**src/hw/rtl/sha1he_pkg.sv**
```systemverilog
// Shared constants and types of the SHA-1 hash engine.
package sha1he_pkg;

    localparam int unsigned WordWidth  = 32;
    localparam int unsigned HashWords  = 5;
    localparam int unsigned BlockBits  = 512;
    localparam int unsigned Rounds     = 80;

    localparam logic [31:0] IV0 = 32'h67452301;
    localparam logic [31:0] IV1 = 32'hEFCDAB89;
    localparam logic [31:0] IV2 = 32'h98BADCFE;
    localparam logic [31:0] IV3 = 32'h10325476;
    localparam logic [31:0] IV4 = 32'hC3D2E1F0;

    localparam logic [31:0] K0 = 32'h5A827999;
    localparam logic [31:0] K1 = 32'h6ED9EBA1;
    localparam logic [31:0] K2 = 32'h8F1BBCDC;
    localparam logic [31:0] K3 = 32'hCA62C1D6;

    localparam logic [7:0] PadByte = 8'h80;

    localparam logic [6:0] LastRound = 7'd79;
    localparam logic [2:0] LastWord  = 3'd4;
    localparam logic [5:0] LastByte  = 6'd63;
    localparam logic [5:0] LenStart  = 6'd56;

    // Sequencer states, one-hot.
    typedef enum logic [4:0] {
        ST_IDLE  = 5'b00001,
        ST_PAD   = 5'b00010,
        ST_ROUND = 5'b00100,
        ST_FINAL = 5'b01000,
        ST_OUT   = 5'b10000
    } state_t;

    function automatic logic [31:0] iv_word(input logic [2:0] idx);
        logic [31:0] v;
        case (idx)
            3'd0:    v = IV0;
            3'd1:    v = IV1;
            3'd2:    v = IV2;
            3'd3:    v = IV3;
            default: v = IV4;
        endcase
        return v;
    endfunction

endpackage

```
**src/hw/rtl/sha1_hash_engine_top.sv**
```systemverilog
// Top level of the SHA-1 hash engine: byte buffer, padding sequencer and round unit.

// The engine hashes a byte stream with standard SHA-1. Each input transaction carries at
// most one message byte (tuser[0] says whether tdata holds one) and may end the message
// with tlast. Bytes are accepted only while the engine is idle; the sixty-fourth byte of a
// block starts the compression, which runs one round per cycle through a single round unit
// and then folds the working words into the chaining words, with s_tready low throughout.
// At the end of a message the sequencer appends the 0x80 pad byte, zero fill and the 64-bit
// big-endian bit length one byte per cycle, compressing once or twice. The digest leaves
// as five 32-bit transactions, most significant word first, the fifth with tlast set; the
// engine then returns to the initial vector for the next message.
module sha1_hash_engine_top
    import sha1he_pkg::*;
(
    input  logic        clk,
    input  logic        rst_n,
    input  logic        s_tvalid,
    output logic        s_tready,
    input  logic [7:0]  s_tdata,   // [7:0] data_byte
    input  logic [0:0]  s_tuser,   // [0] byte_present
    input  logic        s_tlast,   // last
    output logic        m_tvalid,
    input  logic        m_tready,
    output logic [31:0] m_tdata,   // [31:0] digest_word
    output logic        m_tlast    // last_word
);

    state_t state_reg, state_next;

    // The block buffer is a shift line of bytes; during the rounds it doubles as the
    // sixteen-word window of the message schedule.
    logic [BlockBits-1:0] blk_reg, blk_next;
    logic [WordWidth-1:0] h_reg [HashWords];
    logic [WordWidth-1:0] h_next [HashWords];
    logic [WordWidth-1:0] a_reg, b_reg, c_reg, d_reg, e_reg;
    logic [WordWidth-1:0] a_next, b_next, c_next, d_next, e_next;
    logic [5:0]  fill_reg, fill_next;
    logic [63:0] len_reg, len_next;
    logic [6:0]  rnd_reg, rnd_next;
    logic [2:0]  widx_reg, widx_next;
    logic        pad_reg, pad_next;         // message ended, padding still to finish
    logic        first_reg, first_next;     // the 0x80 byte is still to be written
    logic        fin_blk_reg, fin_blk_next; // the current block carries the length
    logic        done_reg, done_next;       // the block being compressed is the last one

    logic        s_fire, m_fire;
    logic        app_en;
    logic [7:0]  app_byte;
    logic [7:0]  len_byte;

    // Round unit signals.
    logic [WordWidth-1:0] w0, w2, w8, w13, wi, f_val, k_val, t_val;

    assign s_tready = (state_reg == ST_IDLE);
    assign s_fire   = s_tvalid && s_tready;
    assign m_tvalid = (state_reg == ST_OUT);
    assign m_fire   = m_tvalid && m_tready;
    assign m_tdata  = h_reg[widx_reg];
    assign m_tlast  = (widx_reg == LastWord);

    // Length bytes go in most significant first, positions 56 to 63 of the final block.
    assign len_byte = 8'(len_reg >> {3'd7 - fill_reg[2:0], 3'b000});

    assign w0  = blk_reg[BlockBits-1 -: WordWidth];
    assign w2  = blk_reg[BlockBits-1-2*WordWidth -: WordWidth];
    assign w8  = blk_reg[BlockBits-1-8*WordWidth -: WordWidth];
    assign w13 = blk_reg[BlockBits-1-13*WordWidth -: WordWidth];

    always_comb
    begin
        logic [WordWidth-1:0] x;
        x  = w13 ^ w8 ^ w2 ^ w0;
        wi = (rnd_reg < 7'd16) ? w0 : {x[WordWidth-2:0], x[WordWidth-1]};
        if (rnd_reg < 7'd20)
        begin
            f_val = (b_reg & c_reg) | (~b_reg & d_reg);
            k_val = K0;
        end
        else if (rnd_reg < 7'd40)
        begin
            f_val = b_reg ^ c_reg ^ d_reg;
            k_val = K1;
        end
        else if (rnd_reg < 7'd60)
        begin
            f_val = (b_reg & c_reg) | (b_reg & d_reg) | (c_reg & d_reg);
            k_val = K2;
        end
        else
        begin
            f_val = b_reg ^ c_reg ^ d_reg;
            k_val = K3;
        end
        t_val = {a_reg[WordWidth-6:0], a_reg[WordWidth-1:WordWidth-5]}
              + f_val + e_reg + k_val + wi;
    end

    always_comb
    begin
        state_next   = state_reg;
        blk_next     = blk_reg;
        fill_next    = fill_reg;
        len_next     = len_reg;
        rnd_next     = rnd_reg;
        widx_next    = widx_reg;
        pad_next     = pad_reg;
        first_next   = first_reg;
        fin_blk_next = fin_blk_reg;
        done_next    = done_reg;
        a_next       = a_reg;
        b_next       = b_reg;
        c_next       = c_reg;
        d_next       = d_reg;
        e_next       = e_reg;
        for (int i = 0; i < HashWords; i++)
        begin
            h_next[i] = h_reg[i];
        end
        app_en   = 1'b0;
        app_byte = s_tdata;

        case (state_reg)
            ST_IDLE:
            begin
                if (s_fire)
                begin
                    app_en   = s_tuser[0];
                    app_byte = s_tdata;
                    if (s_tuser[0])
                    begin
                        len_next = len_reg + 64'd8;
                    end
                    if (s_tlast)
                    begin
                        pad_next   = 1'b1;
                        first_next = 1'b1;
                        state_next = ST_PAD;
                    end
                    if (s_tuser[0] && fill_reg == LastByte)
                    begin
                        done_next  = 1'b0;
                        state_next = ST_ROUND;
                    end
                end
            end
            ST_PAD:
            begin
                app_en = 1'b1;
                if (first_reg)
                begin
                    app_byte     = PadByte;
                    first_next   = 1'b0;
                    fin_blk_next = (fill_reg < LenStart);
                end
                else if (fin_blk_reg && fill_reg >= LenStart)
                begin
                    app_byte = len_byte;
                end
                else
                begin
                    app_byte = 8'h00;
                end
                if (fill_reg == LastByte)
                begin
                    done_next  = first_reg ? 1'b0 : fin_blk_reg;
                    state_next = ST_ROUND;
                end
            end
            ST_ROUND:
            begin
                blk_next = {blk_reg[BlockBits-WordWidth-1:0], wi};
                e_next   = d_reg;
                d_next   = c_reg;
                c_next   = {b_reg[1:0], b_reg[WordWidth-1:2]};
                b_next   = a_reg;
                a_next   = t_val;
                rnd_next = rnd_reg + 7'd1;
                if (rnd_reg == LastRound)
                begin
                    state_next = ST_FINAL;
                end
            end
            ST_FINAL:
            begin
                h_next[0] = h_reg[0] + a_reg;
                h_next[1] = h_reg[1] + b_reg;
                h_next[2] = h_reg[2] + c_reg;
                h_next[3] = h_reg[3] + d_reg;
                h_next[4] = h_reg[4] + e_reg;
                if (done_reg)
                begin
                    widx_next  = 3'd0;
                    state_next = ST_OUT;
                end
                else if (pad_reg)
                begin
                    fin_blk_next = 1'b1;
                    state_next   = ST_PAD;
                end
                else
                begin
                    state_next = ST_IDLE;
                end
            end
            ST_OUT:
            begin
                if (m_fire)
                begin
                    widx_next = widx_reg + 3'd1;
                    if (widx_reg == LastWord)
                    begin
                        for (int i = 0; i < HashWords; i++)
                        begin
                            h_next[i] = iv_word(3'(i));
                        end
                        fill_next  = 6'd0;
                        len_next   = 64'd0;
                        pad_next   = 1'b0;
                        done_next  = 1'b0;
                        widx_next  = 3'd0;
                        state_next = ST_IDLE;
                    end
                end
            end
            default:
            begin
                state_next = ST_IDLE;
            end
        endcase

        if (app_en)
        begin
            blk_next  = {blk_reg[BlockBits-9:0], app_byte};
            fill_next = fill_reg + 6'd1;
        end

        // Load the working words as a block goes into the round unit.
        if (state_reg != ST_ROUND && state_next == ST_ROUND)
        begin
            a_next   = h_reg[0];
            b_next   = h_reg[1];
            c_next   = h_reg[2];
            d_next   = h_reg[3];
            e_next   = h_reg[4];
            rnd_next = 7'd0;
        end
    end

    always_ff @(posedge clk or negedge rst_n)
    begin
        if (!rst_n)
        begin
            state_reg   <= ST_IDLE;
            fill_reg    <= 6'd0;
            len_reg     <= 64'd0;
            rnd_reg     <= 7'd0;
            widx_reg    <= 3'd0;
            pad_reg     <= 1'b0;
            first_reg   <= 1'b0;
            fin_blk_reg <= 1'b0;
            done_reg    <= 1'b0;
            for (int i = 0; i < HashWords; i++)
            begin
                h_reg[i] <= iv_word(3'(i));
            end
        end
        else
        begin
            state_reg   <= state_next;
            fill_reg    <= fill_next;
            len_reg     <= len_next;
            rnd_reg     <= rnd_next;
            widx_reg    <= widx_next;
            pad_reg     <= pad_next;
            first_reg   <= first_next;
            fin_blk_reg <= fin_blk_next;
            done_reg    <= done_next;
            for (int i = 0; i < HashWords; i++)
            begin
                h_reg[i] <= h_next[i];
            end
        end
    end

    always_ff @(posedge clk)
    begin
        blk_reg <= blk_next;
        a_reg   <= a_next;
        b_reg   <= b_next;
        c_reg   <= c_next;
        d_reg   <= d_next;
        e_reg   <= e_next;
    end

endmodule
```
**config.mk**
```make
export PLATFORM = sky130hd
export DESIGN_NAME = sha1_hash_engine_top
export DESIGN_NICKNAME = d
export VERILOG_FILES = /design/src/hw/rtl/sha1he_pkg.sv /design/src/hw/rtl/sha1_hash_engine_top.sv
export SDC_FILE = /design/constraint.sdc
export NUM_CORES = 2
export LEC_CHECK = 0
export BUFFER_PORTS_ARGS = -buffer_cell sky130_fd_sc_hd__buf_2
export CAP_MARGIN = 5
export CORE_UTILIZATION = 40
export CTS_CLUSTER_DIAMETER = 120
export DETAILED_ROUTE_END_ITERATION = 10
export SLEW_MARGIN = 20
export SYNTH_ARGS = -nofsm -noshare
export SYNTH_HDL_FRONTEND = slang
export SYNTH_SLANG_ARGS = --single-unit
export TNS_END_PERCENT = 50
```
**constraint.sdc**
```tcl
create_clock -name clk -period 24.7 [get_ports clk]
set_input_delay 3.705 -clock clk [delete_from_list [all_inputs] [get_ports clk]]
set_output_delay 3.705 -clock clk [all_outputs]
set_load 0.005 [all_outputs]
```
==> results.yml <==
yosys:
  yosys-top-cells-area: "edfxtp_1 (37%), nand2_1 (14%), dfrtp_1 (7.6%)"
  syn_area_per_cell_um2: 9.33
  synth-main-ff-cell: "edfxtp_1"
  yosys-top-cells-count: "nand2_1 (1982), edfxtp_1 (672), o21ai_0 (334)"
  synthArstFlopShare_pct: 26.8
  syn-cell-area_um2: 54300
  synth.largest_area_cell: "edfxtp_1"
  ys_seq_area_share_pct: 48.7
  yosysWarningCount: 0
  yosysMostFrequentCell: "nand2_1"
  syn-num-nets: 6157
  synthCells: 5820
  synth_edf_count: 672
  yosysTopAreaCellShare_pct: 37.2
  synth_cell_type_count: 95
  synth-seq-cells: 918
critical_path:
  cp-end-kind: "flop"
  reg2reg_slack_ns: 17.95
  worst_ep_required_time_ns: 25.15
  cp_num_buf_inv: 4
  cp_max_fo: 110
  worstSetupEndpoint: "blk_reg[27]$_DFFE_PP_"
  r2r-end: "a_reg[31]$_DFFE_PP_"
  cp.arrival_ns: 7.95
  start_kind: "primary input"
  crit_chain: "buf_2 > nand2_1 > or2_1 > nand2_4 > buf_4 > buf_4 > buf_4 > mux2_2"
  rr_worst_depth: 24
  cp_common_cell: "buf_4"
  cp_slowest_stage_delay_ns: 0.95
  cp.depth: 8
  critPathLaunch: "s_tvalid"
  crit_type: "in -> reg"
  cpLargestDelayFamily: "buffers and inverters"
  r2r-start: "rnd_reg[5]$_DFFE_PN0P_"
  cp_slowest_cell: "buf_4"
sta:
  max_slew_margin_pct: 12.1
  rsz0062_at_grt: "false"
  post-route-period-util_pct: 30.4
  slew_violations: 0
  setup_viol: 0
  hold_viol_final: 0
  fin_tns_setup_ns: 0
  finClkSkew_ns: 0.0314
  min_period_ns: 7.50
  worstMarginPinSlew_ns: 1.32
  fmax_mhz: 133
floorplanning:
  rows: 134
  dieArea_um2: 137000
  die_y_um: 370
  start_util_pct: 40.5
  coreArea_um2: 134000
  die_w_um: 370
  pin_count: 49
grt:
  grt_max_degree: 210
  overflow: 0
  grt_antenna_before_repair: 10
  grt_pass1_vias: 39200
  grt_first_pass_wirelength_um: 230000
  track_usage_pct: 21.7
clock_network:
  cts.sinks: 918
  cts_setup_buffers: 0
  cts_made_buffers: 105
  ctsHoldBuffers: 0
  cts_resized: 0
  clkLatencyLatePin_ns: 0.73
  cts_tree: "built"
  clkTransAtPathRegs_ns: 0.06
  htreeDepth: 3
  root_buffer: "clkbuf_16"
  clockBufferDepth: 3
placed_design:
  port-buffer-count: 48
  dp_cells: 7410
  gp_congestion: 0.894
  dp_hpwl_um: 101000
drt:
  wirelength_um: 149000
  met3_length_um: 9660
  firstDrtPassIters: 6
  met2_wirelength_um: 66100
  top_layer: "met5"
  avgViaCountPerCell: 5.35
  vias: 40700
  wl_per_cell_um: 19.6
  antenna_left: 0
  drcViolationCount: 0
  drtIter0Drc: 3688
  wl_met1_um: 66800
finish:
  syn2layout_area_growth_pct: 9.80
  final_cells: 7605
  largest_register_ffs: 512
  final_nets: 6086
  drive_gt1_share_pct: 6.68
worst_hold_path:
  min_from: "blk_reg[376]$_DFFE_PP_"
  hold_class: "reg -> reg"
job:
  maxCapViolations: 0
pwr:
  power_density_nw_per_um2: 120
  cellLeakagePower_nw: 25.2
  ir_worst_vdd_mv: 0.125
status:
  status: "finished, final reports clean"
## worst min-delay path by stage
stage	endpoint	slack, ns	cells past startpoint
2_1_floorplan	state_reg[1]$_DFF_PN0_	0.49	2
3_3_place_gp	h_reg[17]$_DFFE_PN1P_	0.51	2
3_5_place_dp	h_reg[17]$_DFFE_PN1P_	0.51	2
4_1_cts	blk_reg[75]$_DFFE_PP_	0.52	2
5_1_grt	h_reg[42]$_DFFE_PN1P_	0.53	2
6_report	blk_reg[408]$_DFFE_PP_	0.52	2
## metal layers
layer | vias to the layer above | track usage (%)
li1 | 19700 | -
met1 | 19700 | 30.1
met2 | 1059 | 33.0
met3 | 270 | 4.21
met4 | 14 | 8.97
met5 | - | 0
## kinds of logic (layout without fill, tap and decap cells)
| kind of cell | Yosys count | in the layout | share of synthesized area, % |
|---|---|---|---|
| xor+xnor | 305 | 305 | 4.92 |
| compound gates | 991 | 991 | 11.5 |
| mux | 94 | 94 | 2.04 |
| buf+inv | 510 | 526 | 3.53 |
| simple gates | 2679 | 2679 | 20.1 |
| fa+ha+maj | 323 | 323 | 9.17 |
| flops | 918 | 918 | 48.7 |
| other cells | 0 | 1 | 0 |
## cell type report
type	instances	area, µm²
clock buffers	136	2790
fillers	12800	74400
clock inverters	58	627
inverters	242	908
multi-input cells	4392	26000
diodes	1	2.50
repair buffers	90	616
well taps	1768	2210
flip-flops and latches	918	26400
## power breakdown
group	switching, mW	internal [mW]
Clock	0.658	0.930
Sequential	0.186	2.26
Combinational	1.95	1.19
## layout by cell type (no fill, tap or decap), types with 15 or more instances in the layout
cell type,instances
and3_1,49
a221o_1,19
clkbuf_1,26
o21ai_1,27
fa_1,125
a21o_1,97
clkinv_1,19
clkinv_2,19
a31oi_1,20
nor2_1,299
clkbuf_16,105
edfxtp_1,672
mux2i_1,78
o21a_1,26
xor2_1,119
inv_1,241
ha_1,198
a21oi_1,254
nand2_1,1977
buf_2,47
nor2b_1,19
o31ai_1,18
o21ai_0,333
or3_1,24
nor3_1,64
dfrtp_1,162
o211ai_1,16
o221ai_1,15
dfstp_2,81
o2111a_1,31
nand2b_1,61
xnor2_1,186
buf_4,38
nand3_1,104
o21bai_1,19
## metrics by stage
step / power [mW] / setup WS (ns) / cell area, µm² / hold WS (ns) / util [%]
after floorplan: 4.91 / 8.07 / 54300 / 0.487 / -
after CTS: 7.22 / 17.28 / 59600 / 0.520 / 44.5
after detailed placement: 5.61 / 16.51 / 56200 / 0.514 / 41.9
final: 7.17 / 17.20 / 59600 / 0.523 / 44.5
after global placement: 5.55 / 16.51 / 56200 / 0.508 / 41.9
after global routing: 7.73 / 16.86 / 59600 / 0.533 / 44.5
## tightest hold or removal path, delay by kind of cell (launching register included)
family           cells  cell delay (ns)
AND/OR/NAND/NOR      2             0.10
flip-flops           1             0.34
Power figures use the tool's default switching activity.
